===== src/avgpwm_pkg.sv =====
// Package for the averaged converter to PWM block: payload types, stage control,
// register indexes and reset values. No dependencies.
`default_nettype none

package avgpwm_pkg;

	// Fixed field widths
	localparam int IN_SAMPLE_W = 10;
	localparam int DUTY_W      = 8;
	localparam int AVG_W       = 10;
	localparam int CFG_W       = 10;
	localparam int CFG_IDX_W   = 2;

	// Operation codes
	localparam logic OP_TICK   = 1'b0;
	localparam logic OP_SAMPLE = 1'b1;

	// Register indexes
	localparam logic [CFG_IDX_W-1:0] REG_MAX_DUTY  = 2'd0;
	localparam logic [CFG_IDX_W-1:0] REG_PERIOD    = 2'd1;
	localparam logic [CFG_IDX_W-1:0] REG_DEAD_LOW  = 2'd2;
	localparam logic [CFG_IDX_W-1:0] REG_DEAD_HIGH = 2'd3;

	// Register reset values
	localparam logic [DUTY_W-1:0] MAX_DUTY_RST  = 8'd80;
	localparam logic [DUTY_W-1:0] PERIOD_RST    = 8'd250;
	localparam logic [CFG_W-1:0]  DEAD_LOW_RST  = 10'd51;
	localparam logic [CFG_W-1:0]  DEAD_HIGH_RST = 10'd972;

	// Result queue depth, also the bound on outstanding beats
	localparam int OUTQ_DEPTH = 8;

	typedef struct packed {
		logic                   operation;
		logic [IN_SAMPLE_W-1:0] sample;
	} avgpwm_in_t;

	typedef struct packed {
		logic              pwm_level;
		logic [DUTY_W-1:0] duty;
		logic [AVG_W-1:0]  average;
	} avgpwm_out_t;

	// Per-stage control: beat present, beat is a sample
	typedef struct packed {
		logic vld;
		logic smp;
	} avgpwm_ctl_t;

endpackage

`default_nettype wire


===== src/avgpwm_window.sv =====
// Sample window: circular sample memory with valid bits, prefetched read of the
// slot being replaced, and the running sum. Depends on avgpwm_pkg.
`default_nettype none

module avgpwm_window
	import avgpwm_pkg::*;
#(
	parameter int WINDOW      = 50,
	parameter int SAMPLE_BITS = 10,
	parameter int SUM_W       = 16
) (
	input  wire logic                   clk,
	input  wire logic                   arst_n,
	input  wire avgpwm_ctl_t            ctl_s1,
	input  wire logic [SAMPLE_BITS-1:0] sample_s1,
	output avgpwm_ctl_t                 ctl_s2,
	output logic [SUM_W-1:0]            sum
);

	localparam int WIN_AW = (WINDOW > 1) ? $clog2(WINDOW) : 1;
	localparam logic [WIN_AW-1:0] LAST_POS = WIN_AW'(WINDOW - 1);

	logic [SAMPLE_BITS-1:0] win_mem [WINDOW];
	logic [WINDOW-1:0]      win_vld_q;
	logic [WIN_AW-1:0]      wpos_q;
	logic [WIN_AW-1:0]      wpos_nxt;
	logic [WIN_AW-1:0]      rd_addr;
	logic [SAMPLE_BITS-1:0] rd_q;
	logic                   rd_vld_q;
	logic                   byp_q;
	logic [SAMPLE_BITS-1:0] byp_data_q;
	logic [SAMPLE_BITS-1:0] old_smp;
	logic [SUM_W-1:0]       sum_q;
	logic                   smp_now;

	assign smp_now  = ctl_s1.vld & ctl_s1.smp;
	assign wpos_nxt = (wpos_q == LAST_POS) ? '0 : wpos_q + WIN_AW'(1);

	// prefetch the slot the next sample will replace
	assign rd_addr = smp_now ? wpos_nxt : wpos_q;

	// value leaving the window: bypass, stored entry, or zero if never written
	always_comb begin
		if (byp_q) begin
			old_smp = byp_data_q;
		end else if (rd_vld_q) begin
			old_smp = rd_q;
		end else begin
			old_smp = '0;
		end
	end

	// memory array, no reset
	always_ff @(posedge clk) begin
		if (smp_now) begin
			win_mem[wpos_q] <= sample_s1;
		end
		rd_q       <= win_mem[rd_addr];
		byp_data_q <= sample_s1;
	end

	// control state and running sum
	always_ff @(posedge clk or negedge arst_n) begin
		if (!arst_n) begin
			win_vld_q <= '0;
			wpos_q    <= '0;
			rd_vld_q  <= 1'b0;
			byp_q     <= 1'b0;
			sum_q     <= '0;
			ctl_s2    <= '0;
		end else begin
			ctl_s2   <= ctl_s1;
			rd_vld_q <= win_vld_q[rd_addr];
			byp_q    <= smp_now && (wpos_nxt == wpos_q);
			if (smp_now) begin
				win_vld_q[wpos_q] <= 1'b1;
				wpos_q            <= wpos_nxt;
				sum_q             <= sum_q - SUM_W'(old_smp) + SUM_W'(sample_s1);
			end
		end
	end

	// sum_q always reflects the beat now in stage 2
	assign sum = sum_q;

endmodule

`default_nettype wire


===== src/avgpwm_duty.sv =====
// Average, duty mapping and PWM counter: pipeline stages 3 and 4 after the window.
// Depends on avgpwm_pkg.
`default_nettype none

module avgpwm_duty
	import avgpwm_pkg::*;
#(
	parameter int WINDOW      = 50,
	parameter int SAMPLE_BITS = 10,
	parameter int SUM_W       = 16
) (
	input  wire logic              clk,
	input  wire logic              arst_n,
	input  wire avgpwm_ctl_t       ctl_s2,
	input  wire logic [SUM_W-1:0]  sum,
	input  wire logic [DUTY_W-1:0] max_duty,
	input  wire logic [DUTY_W-1:0] period_count,
	input  wire logic [CFG_W-1:0]  dead_low,
	input  wire logic [CFG_W-1:0]  dead_high,
	output logic                   push,
	output avgpwm_out_t            push_data
);

	localparam int SB     = SAMPLE_BITS;
	localparam int FULL   = (1 << SB) - 1;
	localparam int LOG_W  = $clog2(WINDOW);
	// floor(sum / WINDOW) == (sum * DIV_M) >> DIV_K for every sum < 2^SUM_W
	localparam int DIV_K  = SUM_W + LOG_W;
	localparam int M_W    = SUM_W + 1;
	localparam longint unsigned DIV_M_L = ((64'd1 << DIV_K) + WINDOW - 1) / WINDOW;
	localparam logic [M_W-1:0] DIV_M = M_W'(DIV_M_L);
	localparam int P_W    = SUM_W + M_W;
	localparam int CMP_W  = (SB > CFG_W) ? SB : CFG_W;
	localparam int PR_W   = SB + DUTY_W;

	avgpwm_ctl_t       ctl_s3;
	avgpwm_ctl_t       ctl_s4;
	logic [P_W-1:0]    recip_prod;
	logic [SB-1:0]     avg_s3;
	logic [SB-1:0]     avg_s4;
	logic [DUTY_W-1:0] cnt_q;
	logic [DUTY_W-1:0] cnt_inc;
	logic [DUTY_W-1:0] cnt_nxt;
	logic [DUTY_W-1:0] cnt_s3;
	logic [DUTY_W-1:0] cnt_s4;
	logic [PR_W-1:0]   prod_s4;
	logic              low_s4;
	logic              high_s4;
	logic [DUTY_W-1:0] max_s4;
	logic [DUTY_W-1:0] q0;
	logic [SB:0]       rem;
	logic [DUTY_W-1:0] scaled;
	logic [DUTY_W-1:0] duty_new;
	logic [DUTY_W-1:0] duty_cur;
	logic [DUTY_W-1:0] duty_q;

	// stage 3: average by reciprocal multiply, tick counter
	assign recip_prod = P_W'(sum) * P_W'(DIV_M);
	assign cnt_inc    = cnt_q + DUTY_W'(1);
	assign cnt_nxt    = (cnt_inc >= period_count) ? '0 : cnt_inc;

	always_ff @(posedge clk) begin
		avg_s3  <= recip_prod[DIV_K +: SB];
		cnt_s3  <= ctl_s2.smp ? cnt_q : cnt_nxt;
		prod_s4 <= PR_W'(avg_s3) * PR_W'(max_duty);
		low_s4  <= CMP_W'(avg_s3) <= CMP_W'(dead_low);
		high_s4 <= CMP_W'(avg_s3) >= CMP_W'(dead_high);
		max_s4  <= max_duty;
		avg_s4  <= avg_s3;
		cnt_s4  <= cnt_s3;
	end

	// stage 4 output: divide by full scale, x = q0*2^SB + r gives rem = r + q0 < 2*FULL
	assign q0     = prod_s4[SB +: DUTY_W];
	assign rem    = (SB+1)'(prod_s4[SB-1:0]) + (SB+1)'(q0);
	assign scaled = (rem >= (SB+1)'(FULL)) ? q0 + DUTY_W'(1) : q0;

	// dead band, low test first
	always_comb begin
		if (low_s4) begin
			duty_new = '0;
		end else if (high_s4) begin
			duty_new = max_s4;
		end else begin
			duty_new = scaled;
		end
	end

	assign duty_cur = ctl_s4.smp ? duty_new : duty_q;

	assign push                = ctl_s4.vld;
	assign push_data.pwm_level = cnt_s4 < duty_cur;
	assign push_data.duty      = duty_cur;
	assign push_data.average   = AVG_W'(avg_s4);

	// control, counter and duty state
	always_ff @(posedge clk or negedge arst_n) begin
		if (!arst_n) begin
			ctl_s3 <= '0;
			ctl_s4 <= '0;
			cnt_q  <= '0;
			duty_q <= '0;
		end else begin
			ctl_s3 <= ctl_s2;
			ctl_s4 <= ctl_s3;
			if (ctl_s2.vld && !ctl_s2.smp) begin
				cnt_q <= cnt_nxt;
			end
			if (ctl_s4.vld) begin
				duty_q <= duty_cur;
			end
		end
	end

endmodule

`default_nettype wire


===== src/avgpwm_outq.sv =====
// Result queue with credit count: bounds outstanding beats so the pipeline never
// stalls. Depends on avgpwm_pkg.
`default_nettype none

module avgpwm_outq
	import avgpwm_pkg::*;
(
	input  wire logic        clk,
	input  wire logic        arst_n,
	input  wire logic        take,
	output logic             room,
	input  wire logic        push,
	input  wire avgpwm_out_t push_data,
	output logic             result_valid,
	input  wire logic        result_ready,
	output avgpwm_out_t      result
);

	localparam int AW = $clog2(OUTQ_DEPTH);
	localparam int CW = $clog2(OUTQ_DEPTH + 1);
	localparam logic [AW-1:0] LAST = AW'(OUTQ_DEPTH - 1);

	avgpwm_out_t   q_mem [OUTQ_DEPTH];
	logic [AW-1:0] wr_ptr_q;
	logic [AW-1:0] rd_ptr_q;
	logic [CW-1:0] fill_q;
	logic [CW-1:0] credit_q;
	logic          pop;

	assign result_valid = fill_q != '0;
	assign result       = q_mem[rd_ptr_q];
	assign pop          = result_valid & result_ready;
	assign room         = credit_q < CW'(OUTQ_DEPTH);

	// storage
	always_ff @(posedge clk) begin
		if (push) begin
			q_mem[wr_ptr_q] <= push_data;
		end
	end

	// pointers, fill and credit
	always_ff @(posedge clk or negedge arst_n) begin
		if (!arst_n) begin
			wr_ptr_q <= '0;
			rd_ptr_q <= '0;
			fill_q   <= '0;
			credit_q <= '0;
		end else begin
			if (push) begin
				wr_ptr_q <= (wr_ptr_q == LAST) ? '0 : wr_ptr_q + AW'(1);
			end
			if (pop) begin
				rd_ptr_q <= (rd_ptr_q == LAST) ? '0 : rd_ptr_q + AW'(1);
			end
			fill_q   <= fill_q + CW'(push) - CW'(pop);
			credit_q <= credit_q + CW'(take) - CW'(pop);
		end
	end

endmodule

`default_nettype wire


===== src/averaged_adc_to_pwm_top.sv =====
// Top level of the averaged converter to PWM block: config registers, input
// stage, window, duty pipeline and result queue. Depends on avgpwm_pkg.
//
//  channel  | signals                           | beat
//  ---------+-----------------------------------+------------------------------
//  item     | item_valid, item_ready, item      | tick or sample (avgpwm_in_t)
//  result   | result_valid, result_ready, result| level, duty, average
//  config   | cfg_we, cfg_index, cfg_wdata      | one register write
//
// One item per cycle. A result passes the input stage, window/sum, average and
// duty registers before it enters the queue. The 8-entry result queue bounds
// outstanding items; item_ready drops only when eight taken items have not yet
// left as results, so full rate holds while results are taken at once.
// Reset clears the window valid bits, sum, counter, duty and queue at once.
`default_nettype none

module averaged_adc_to_pwm_top
	import avgpwm_pkg::*;
#(
	parameter int WINDOW      = 50,
	parameter int SAMPLE_BITS = 10
) (
	input  wire logic                 clk,
	input  wire logic                 arst_n,
	input  wire logic                 item_valid,
	output logic                      item_ready,
	input  wire avgpwm_in_t           item,
	output logic                      result_valid,
	input  wire logic                 result_ready,
	output avgpwm_out_t               result,
	input  wire logic                 cfg_we,
	input  wire logic [CFG_IDX_W-1:0] cfg_index,
	input  wire logic [CFG_W-1:0]     cfg_wdata
);

	localparam int FULL    = (1 << SAMPLE_BITS) - 1;
	localparam int SUM_MAX = WINDOW * FULL;
	localparam int SUM_W   = $clog2(SUM_MAX + 1);

	logic [DUTY_W-1:0]      max_duty_q;
	logic [DUTY_W-1:0]      period_q;
	logic [CFG_W-1:0]       dead_low_q;
	logic [CFG_W-1:0]       dead_high_q;
	logic                   take;
	avgpwm_ctl_t            ctl_s1;
	avgpwm_ctl_t            ctl_s2;
	logic [SAMPLE_BITS-1:0] sample_s1;
	logic [SUM_W-1:0]       sum;
	logic                   push;
	avgpwm_out_t            push_data;

	assign take = item_valid & item_ready;

	// configuration registers
	always_ff @(posedge clk or negedge arst_n) begin
		if (!arst_n) begin
			max_duty_q  <= MAX_DUTY_RST;
			period_q    <= PERIOD_RST;
			dead_low_q  <= DEAD_LOW_RST;
			dead_high_q <= DEAD_HIGH_RST;
		end else if (cfg_we) begin
			unique case (cfg_index)
				REG_MAX_DUTY:  max_duty_q  <= cfg_wdata[DUTY_W-1:0];
				REG_PERIOD:    period_q    <= cfg_wdata[DUTY_W-1:0];
				REG_DEAD_LOW:  dead_low_q  <= cfg_wdata;
				REG_DEAD_HIGH: dead_high_q <= cfg_wdata;
			endcase
		end
	end

	// input stage
	always_ff @(posedge clk or negedge arst_n) begin
		if (!arst_n) begin
			ctl_s1 <= '0;
		end else begin
			ctl_s1.vld <= take;
			ctl_s1.smp <= item.operation == OP_SAMPLE;
		end
	end

	// sample payload, high bits beyond the converter width dropped
	always_ff @(posedge clk) begin
		if (take) begin
			sample_s1 <= SAMPLE_BITS'(item.sample);
		end
	end

	avgpwm_window #(
		.WINDOW      (WINDOW),
		.SAMPLE_BITS (SAMPLE_BITS),
		.SUM_W       (SUM_W)
	) u_window (
		.clk       (clk),
		.arst_n    (arst_n),
		.ctl_s1    (ctl_s1),
		.sample_s1 (sample_s1),
		.ctl_s2    (ctl_s2),
		.sum       (sum)
	);

	avgpwm_duty #(
		.WINDOW      (WINDOW),
		.SAMPLE_BITS (SAMPLE_BITS),
		.SUM_W       (SUM_W)
	) u_duty (
		.clk          (clk),
		.arst_n       (arst_n),
		.ctl_s2       (ctl_s2),
		.sum          (sum),
		.max_duty     (max_duty_q),
		.period_count (period_q),
		.dead_low     (dead_low_q),
		.dead_high    (dead_high_q),
		.push         (push),
		.push_data    (push_data)
	);

	avgpwm_outq u_outq (
		.clk          (clk),
		.arst_n       (arst_n),
		.take         (take),
		.room         (item_ready),
		.push         (push),
		.push_data    (push_data),
		.result_valid (result_valid),
		.result_ready (result_ready),
		.result       (result)
	);

	// every beat in the input stage reaches the queue through the window and stages 3 and 4
	a_latency: assert property (@(posedge clk) disable iff (!arst_n)
		ctl_s1.vld |-> ##3 push)
		else $error("beat lost in duty pipeline");

	// running sum never exceeds a full window at full scale
	a_sum_range: assert property (@(posedge clk) disable iff (!arst_n)
		sum <= SUM_W'(SUM_MAX))
		else $error("running sum out of range");

	// pin can only be high with a nonzero duty
	a_level_duty: assert property (@(posedge clk) disable iff (!arst_n)
		result_valid |-> (!result.pwm_level || result.duty != '0))
		else $error("pwm level high with zero duty");

endmodule

`default_nettype wire

===== config.mk =====
export PLATFORM = sky130hd
export DESIGN_NAME = averaged_adc_to_pwm_top
export DESIGN_NICKNAME = d
export VERILOG_FILES = /design/src/avgpwm_pkg.sv /design/src/avgpwm_window.sv /design/src/avgpwm_duty.sv /design/src/avgpwm_outq.sv /design/src/averaged_adc_to_pwm_top.sv
export SDC_FILE = /design/constraint.sdc
export NUM_CORES = 2
export LEC_CHECK = 0
export ABC_AREA = 1
export BUFFER_PORTS_ARGS = -buffer_cell sky130_fd_sc_hd__buf_4
export CORE_UTILIZATION = 55
export DETAILED_ROUTE_END_ITERATION = 10
export PLACE_DENSITY = 0.82
export SETUP_SLACK_MARGIN = 0.15
export SYNTH_ARGS = -nofsm -noshare
export SYNTH_HDL_FRONTEND = slang
export SYNTH_HIERARCHICAL = 1
export SYNTH_SLANG_ARGS = --single-unit

===== constraint.sdc =====
create_clock -name clk -period 7.3 [get_ports clk]
set_input_delay 0.73 -clock clk [delete_from_list [all_inputs] [get_ports clk]]
set_output_delay 0.73 -clock clk [all_outputs]
set_load 0.01 [all_outputs]

---- After elaboration in Yosys (flattened, before gate mapping) ----
Memories as Yosys holds them, arrays and structs flattened. A register that Yosys moved wholly into a read port is not among the register bits.
Cells that the tools add are included.
word-level totals
  register bits ........................... 232
  bits in latches ......................... 0
  memory bits (writable) .................. 652
  ROM bits ................................ 0
  bits of input ports ..................... 28
  logic and storage cells ................. 99
  memories kept ........................... 2
operators by class
  $add $sub $neg .......................... 12
  $mul .................................... 2
  div/mod/pow operators ................... 0
  magnitude comparators ................... 9
  equal/unequal tests ..................... 7
  shift-type cells ........................ 0
  muxes and demuxes ....................... 20
  bitwise logic cells ..................... 4
  reductions and logical operators ........ 10
memories
  name              depth  bits a word  rd ports  clocked after memory_dff  write ports  line                 RTL
  u_window.win_mem  50     10           1         1                         1            avgpwm_window.sv:23  logic [SAMPLE_BITS-1:0] win_mem [WINDOW];
  u_outq.q_mem      8      19           1         0                         1            avgpwm_outq.sv:23    avgpwm_out_t q_mem [OUTQ_DEPTH];
operators by type and width
  operator                                                                                number
  50-bit bitwise OR                                                                       1
  8-bit two-way mux                                                                       6
  16-bit by 17-bit multiplier with 32-bit output (second input constant)                  1
  10-bit two-way mux                                                                      2
  10-bit by 8-bit multiplier with 18-bit output                                           1
  16-bit by 10-bit adder with 16-bit output                                               1
  8-bit by 1-bit adder with 8-bit output (second input constant)                          2
  16-bit by 10-bit subtractor with 16-bit output                                          1
  6-bit by 7-bit less-than comparator with 1-bit output (second input constant)           2
  6-bit two-way mux                                                                       2
  10-bit by 8-bit adder with 11-bit output                                                1
  11-bit by 10-bit greater-or-equal comparator with 1-bit output (second input constant)  1
  10-bit greater-or-equal comparator                                                      1
  10-bit less-or-equal comparator                                                         1
  4-bit by 1-bit adder with 4-bit output                                                  2
  8-bit greater-or-equal comparator                                                       1
  8-bit less-than comparator                                                              1
  2-bit AND reduction                                                                     4
  4-bit by 1-bit subtractor with 4-bit output                                             2
  3-bit by 1-bit adder with 3-bit output (second input constant)                          2
  6-bit by 1-bit adder with 6-bit output (second input constant)                          1
  1-bit binary-select mux with 6-bit select                                               1
  1-bit demux with 6-bit select                                                           1
  3-bit equality test (second input constant)                                             2
  13 further kinds                                                                        24

---- Longest topological paths before layout ----
  word-level depth ........................ 7
  mapped depth ............................ 25
  gate-level depth less buffers ........... 25

---- Cells and area by module ----
Netlist, hierarchy kept.
modules (own cells, without submodules)
  module                   times used  cells each  area each (um^2)  sequential area each (um^2)
  avgpwm_window            1           2,511       26,505.4          17,316.6
  avgpwm_duty              1           1,361       11,453.5          1,781.7
  avgpwm_outq              1           752         7,449.6           4,914.7
  averaged_adc_to_pwm_top  1           175         1,895.6           1,273.7

---- Worst setup path before layout ----
Ideal clock, no wire load.
  path type ............................... register to register
  from .................................... reg u_window.sum_q[4], in the netlist u_window/sum[4]
  to ...................................... reg u_duty.avg_s3[8]
  data arrival time ....................... 5.382 ns
  data required time ...................... 7.188 ns
  path slack .............................. 1.806 ns
  cell stages (with the launch flop) ...... 24
  path buffers ............................ 0
  clock period less this slack ............ 5.494 ns
  cells stage by stage .................... dfrtp_1 fa_1 inv_1 fa_1 inv_1 fa_1 fa_1 fa_1 inv_1 fa_1 inv_1 ha_1 nand2_1 inv_1 a221oi_1 o21ai_0 nand2_1 o211ai_1 a31oi_1 o21ai_0 a21oi_1 inv_1 nand2_1 nand2_1
on the way
  word-level cells in the longest chain between the ends .. 1
RTL lines
  what                                            line                 RTL
  start: declaration                              avgpwm_window.sv:33  logic [SUM_W-1:0] sum_q;
  start signal: assignment                        avgpwm_window.sv:78  sum_q <= sum_q - SUM_W'(old_smp) + SUM_W'(sample_s1);
  16-bit by 17-bit multiplier with 32-bit output  avgpwm_duty.sv:58    assign recip_prod = P_W'(sum) * P_W'(DIV_M);
  via u_duty.recip_prod[30]                       avgpwm_duty.sv:38    logic [P_W-1:0] recip_prod;
  end signal: assignment                          avgpwm_duty.sv:63    avg_s3 <= recip_prod[DIV_K +: SB];
  end: declaration                                avgpwm_duty.sv:39    logic [SB-1:0] avg_s3;
The timed path passes the listed nets, and every way through them passes these cells.
A chain may end at the register's enable or synchronous reset.

---- Worst setup path in the final report ----
  from .................................... reg u_window.sum_q[5], in the netlist u_window/sum[5]
  to ...................................... reg u_duty.avg_s3[8]
Same word-level chain as after synthesis.

==> metrics.md <==
| Metric | Value |
|---|---|
| Synth top area cells | `edfxtp_1 42%, nand2_1 8.4%, inv_1 7.3%` |
| FMAX | `0.168 GHz` |
| Via count | `33278` |
| Footprint of the multi-input gates | `17500 sq um` |
| Final Setup Violations | `0` |
| Area of the core | `85100 sq um` |
| I/O pins | `49` |
| Die Wd | `295 um` |
| Clk_skew | `0.0270 ns` |
| Clock Sinks | `894` |
| DRC violations left | `0` |
| Post-Route WL | `111000 um` |
| Slew HR | `11.2%` |
| RSZ-0062 raised after global routing | `no` |
| Yosys reg bits | `894` |
| Critical Path Source | `u_window/sum[5]` |
| Final ANT Viol Nets | `0` |
| Global-route wire length before repair | `177000 um` |
| Worst R2R Start | `u_window/sum[5]` |
| Ratio of cells with drive above 1 in the final layout | `6.42%` |
| WP data arrival | `6.49 ns` |
| Pins over their slew limit | `0` |
| Count leader, synth | `nand2_1` |
| Area delta synth->final | `8.59%` |
| Post-synth top cells | `1053 x nand2_1, 917 x inv_1, 662 x edfxtp_1` |
| WP buf/inv | `6` |
| Detailed-route wire length per cell | `18.6 um` |
| Most used DFF post-synth | `edfxtp_1` |
| Number of diodes | `0` |
| Synth area leader | `edfxtp_1` |
| Worst EP required | `7.86 ns` |
| Sequential-to-total area share from yosys stat | `53.5%` |
| Fin crit period | `5.94 ns` |
| Synth top area share | `42.0%` |
| Endpoints failing hold | `0` |
| Syn nets | `5227` |
| Run status | `finished, final reports clean` |
| Worst Max-Slew Pin Slew | `1.33 ns` |
| Crit path launch type | `register` |
| CTS tree | `built` |
| Die ar. | `87200 sq um` |
| CTS H-Tree Depth | `3` |
| Number of global-route vias before repair | `33186` |
| Worst path max stage delay | `0.64 ns` |
| Grt ovf | `0` |
| PortBufs | `48` |
| Post-synth EDFFs | `662` |
| Total GRT Usage | `25.9%` |
| Clock Latency Late Sink | `0.66 ns` |
| Root buffer cell | `clkbuf_16` |
| Vias per cell | `5.55` |
| Drt initial violations | `3641` |
| CTS clock-pin slew for the worst setup and hold paths | `0.07 ns` |
| Yosys warns | `6` |
| Clock buffer depth | `3` |
| Final layout net count | `5199` |
| Share of flip-flops with an asynchronous set or reset | `16.6%` |
| Site Rows | `107` |
| Critical path peak fanout | `9` |
| Period utilization | `81.3%` |
| Initial Utilization | `55.6%` |
| Layout fillers | `6690` |
| Max-cap violations | `0` |
| Crit-path cells | `fa_1, inv_1, fa_1, inv_1, fa_1, fa_1, fa_1, inv_1, fa_1, inv_1, ha_1, nand2_1, inv_1, a221oi_1, o21ai_0, nand2_1, o211ai_1, a31oi_1, o21ai_0, a21oi_1, inv_1, nand2_1, nand2_1` |
| Initial antenna violation count | `1` |
| CP max stage cell | `fa_1` |
| Number of CTS-inserted buffers | `91` |
| Hold buffer count at CTS | `0` |
| Avg Inst Size Synth | `9.86 sq um` |
| Worst setup EP type | `register` |
| DP HPWL | `69900 um` |
| HP Class | `in -> async` |
| CP delay by family, top | `adder cells` |
| DIE HEIGHT | `295 um` |
| Critical path class | `reg -> reg` |
| Setup TNS | `0 ns` |
| Post-CTS Resized | `0` |
| Largest net degree at the start of global routing | `173` |
| Mapped Area | `47300 sq um` |
| Cells after Synth | `4799` |
| Synth unique cells | `55` |
| Drt first pass iters | `6` |
| Storage cell area | `25300 sq um` |
| Postcts setup bufs | `0` |
| Routability Congestion | `0.908` |
[worst register-to-register path, stage by stage, from the launching register on]
cell,delay [ns]
dfrtp_1,0.52
fa_1,0.64
inv_1,0.12
fa_1,0.51
inv_1,0.05
fa_1,0.52
fa_1,0.44
fa_1,0.55
inv_1,0.06
fa_1,0.53
inv_1,0.04
ha_1,0.32
nand2_1,0.08
inv_1,0.05
a221oi_1,0.25
o21ai_0,0.13
nand2_1,0.07
o211ai_1,0.14
a31oi_1,0.28
o21ai_0,0.18
a21oi_1,0.19
inv_1,0.06
nand2_1,0.05
nand2_1,0.04
[sequential cells by signal (all words and copies together) (netlist names), 6 cells and up]
name,count
dead_high_q,10
u_duty/avg_s3,10
u_duty/max_s4,8
u_window/win_vld_q,50
max_duty_q,8
u_window/byp_data_q,10
u_duty/avg_s4,10
u_window/rd_q,10
u_window/sum,16
u_outq/q_mem,152
u_duty/duty_q,8
u_window/win_mem,500
u_duty/cnt_q,8
dead_low_q,10
period_q,8
u_duty/cnt_s3,8
sample_s1,10
u_duty/cnt_s4,8
u_window/wpos_q,6
u_duty/prod_s4,18
[final timing paths]
| path | slack (ns) | endpoint | cells after the start |
|---|---|---|---|
| setup reg to reg | 1.36 | u_duty/avg_s3[8] | 23 |
| setup / recovery | 1.36 | u_duty/avg_s3[8] | 23 |
| hold / removal | 0.08 | dead_low_q[9] | 1 |
| hold reg to reg | 0.33 | u_duty/cnt_s4[1] | 0 |
| max in group asynchronous | 5.77 | u_window/win_vld_q[0] | 2 |
| min in group clk | 0.25 | sample_s1[0] | 1 |
[cell usage in the layout (no fill, tap or decap), types with 5 or more instances in the layout]
cell and n:
nand2_2 7, ha_1 243, clkbuf_1 19, a21o_1 7, nand4_1 38, nor2_1 109, inv_6 8, a21oi_1 70
or2_2 10, nor2_2 9, o21ai_1 11, clkinv_2 17, clkbuf_16 94, a31oi_1 9, dfrtp_1 129, o21bai_1 10
clkbuf_8 9, xor2_1 27, fa_1 157, o21ai_0 107, inv_1 916, nor2_4 5, clkinv_1 12, buf_4 88
a22oi_1 9, nand3b_1 113, xnor2_1 21, nor3_1 14, dfstp_2 18, o21a_1 5, o211ai_1 49, o21ai_2 5
inv_2 7, edfxtp_1 662, nand3_1 647, dfxtp_1 84, nand2_1 1053
[cells by family (layout without fill, tap and decap cells)]
group                      after synthesis  after routing  synth area share [%]
and+or+nand+nor                       2017           2017                  19.2
buffers and inverters                 1138           1187                  9.59
DFF                                    894            894                  53.5
adders and majority gates              400            400                  13.1
AOI/OAI and AO/OA                      301            301                  3.84
xor gates and xnor gates                48             48                 0.889
other                                    1              1               0.00793
[final cells by class]
type                    instances  share of cell area [%]
repair buffers                 90                    1.35
inverters                     927                    6.78
well taps                    1144                    2.79
clock inverters                47                   0.738
clock buffers                 123                    4.97
multi-input cells            2767                    34.1
flip-flops and latches        894                    49.2
[metrics by stage]
| stage | hold WS [ns] | setup WS, ns | instance area (sq um) | util, % | cells |
|---|---|---|---|---|---|
| 2_1_floorplan | 0.310 | 1.81 | 47300 | - | 4799 |
| 3_3_place_gp | 0.312 | 1.41 | 48400 | 56.9 | 5822 |
| 3_5_place_dp | 0.313 | 1.36 | 48400 | 56.9 | 5822 |
| 4_1_cts | 0.125 | 1.35 | 51400 | 60.3 | 5992 |
| 5_1_grt | 0.154 | 1.00 | 51400 | 60.3 | 5992 |
| 6_report | 0.0790 | 1.36 | 51400 | 60.3 | 5992 |
[routing by layer]
metal / global-route usage [%] / up-vias / part of all wire (%)
li1: - / 15505 / -
met1: 33.3 / 15958 / 39
met2: 43.3 / 1502 / 48
met3: 4.60 / 313 / 8.3
met4: 10.9 / 0 / 4.4
met5: 0 / - / 0
Power is not shown: default switching activity piles up to over one toggle a cycle in this logic, so the estimate is an artifact.
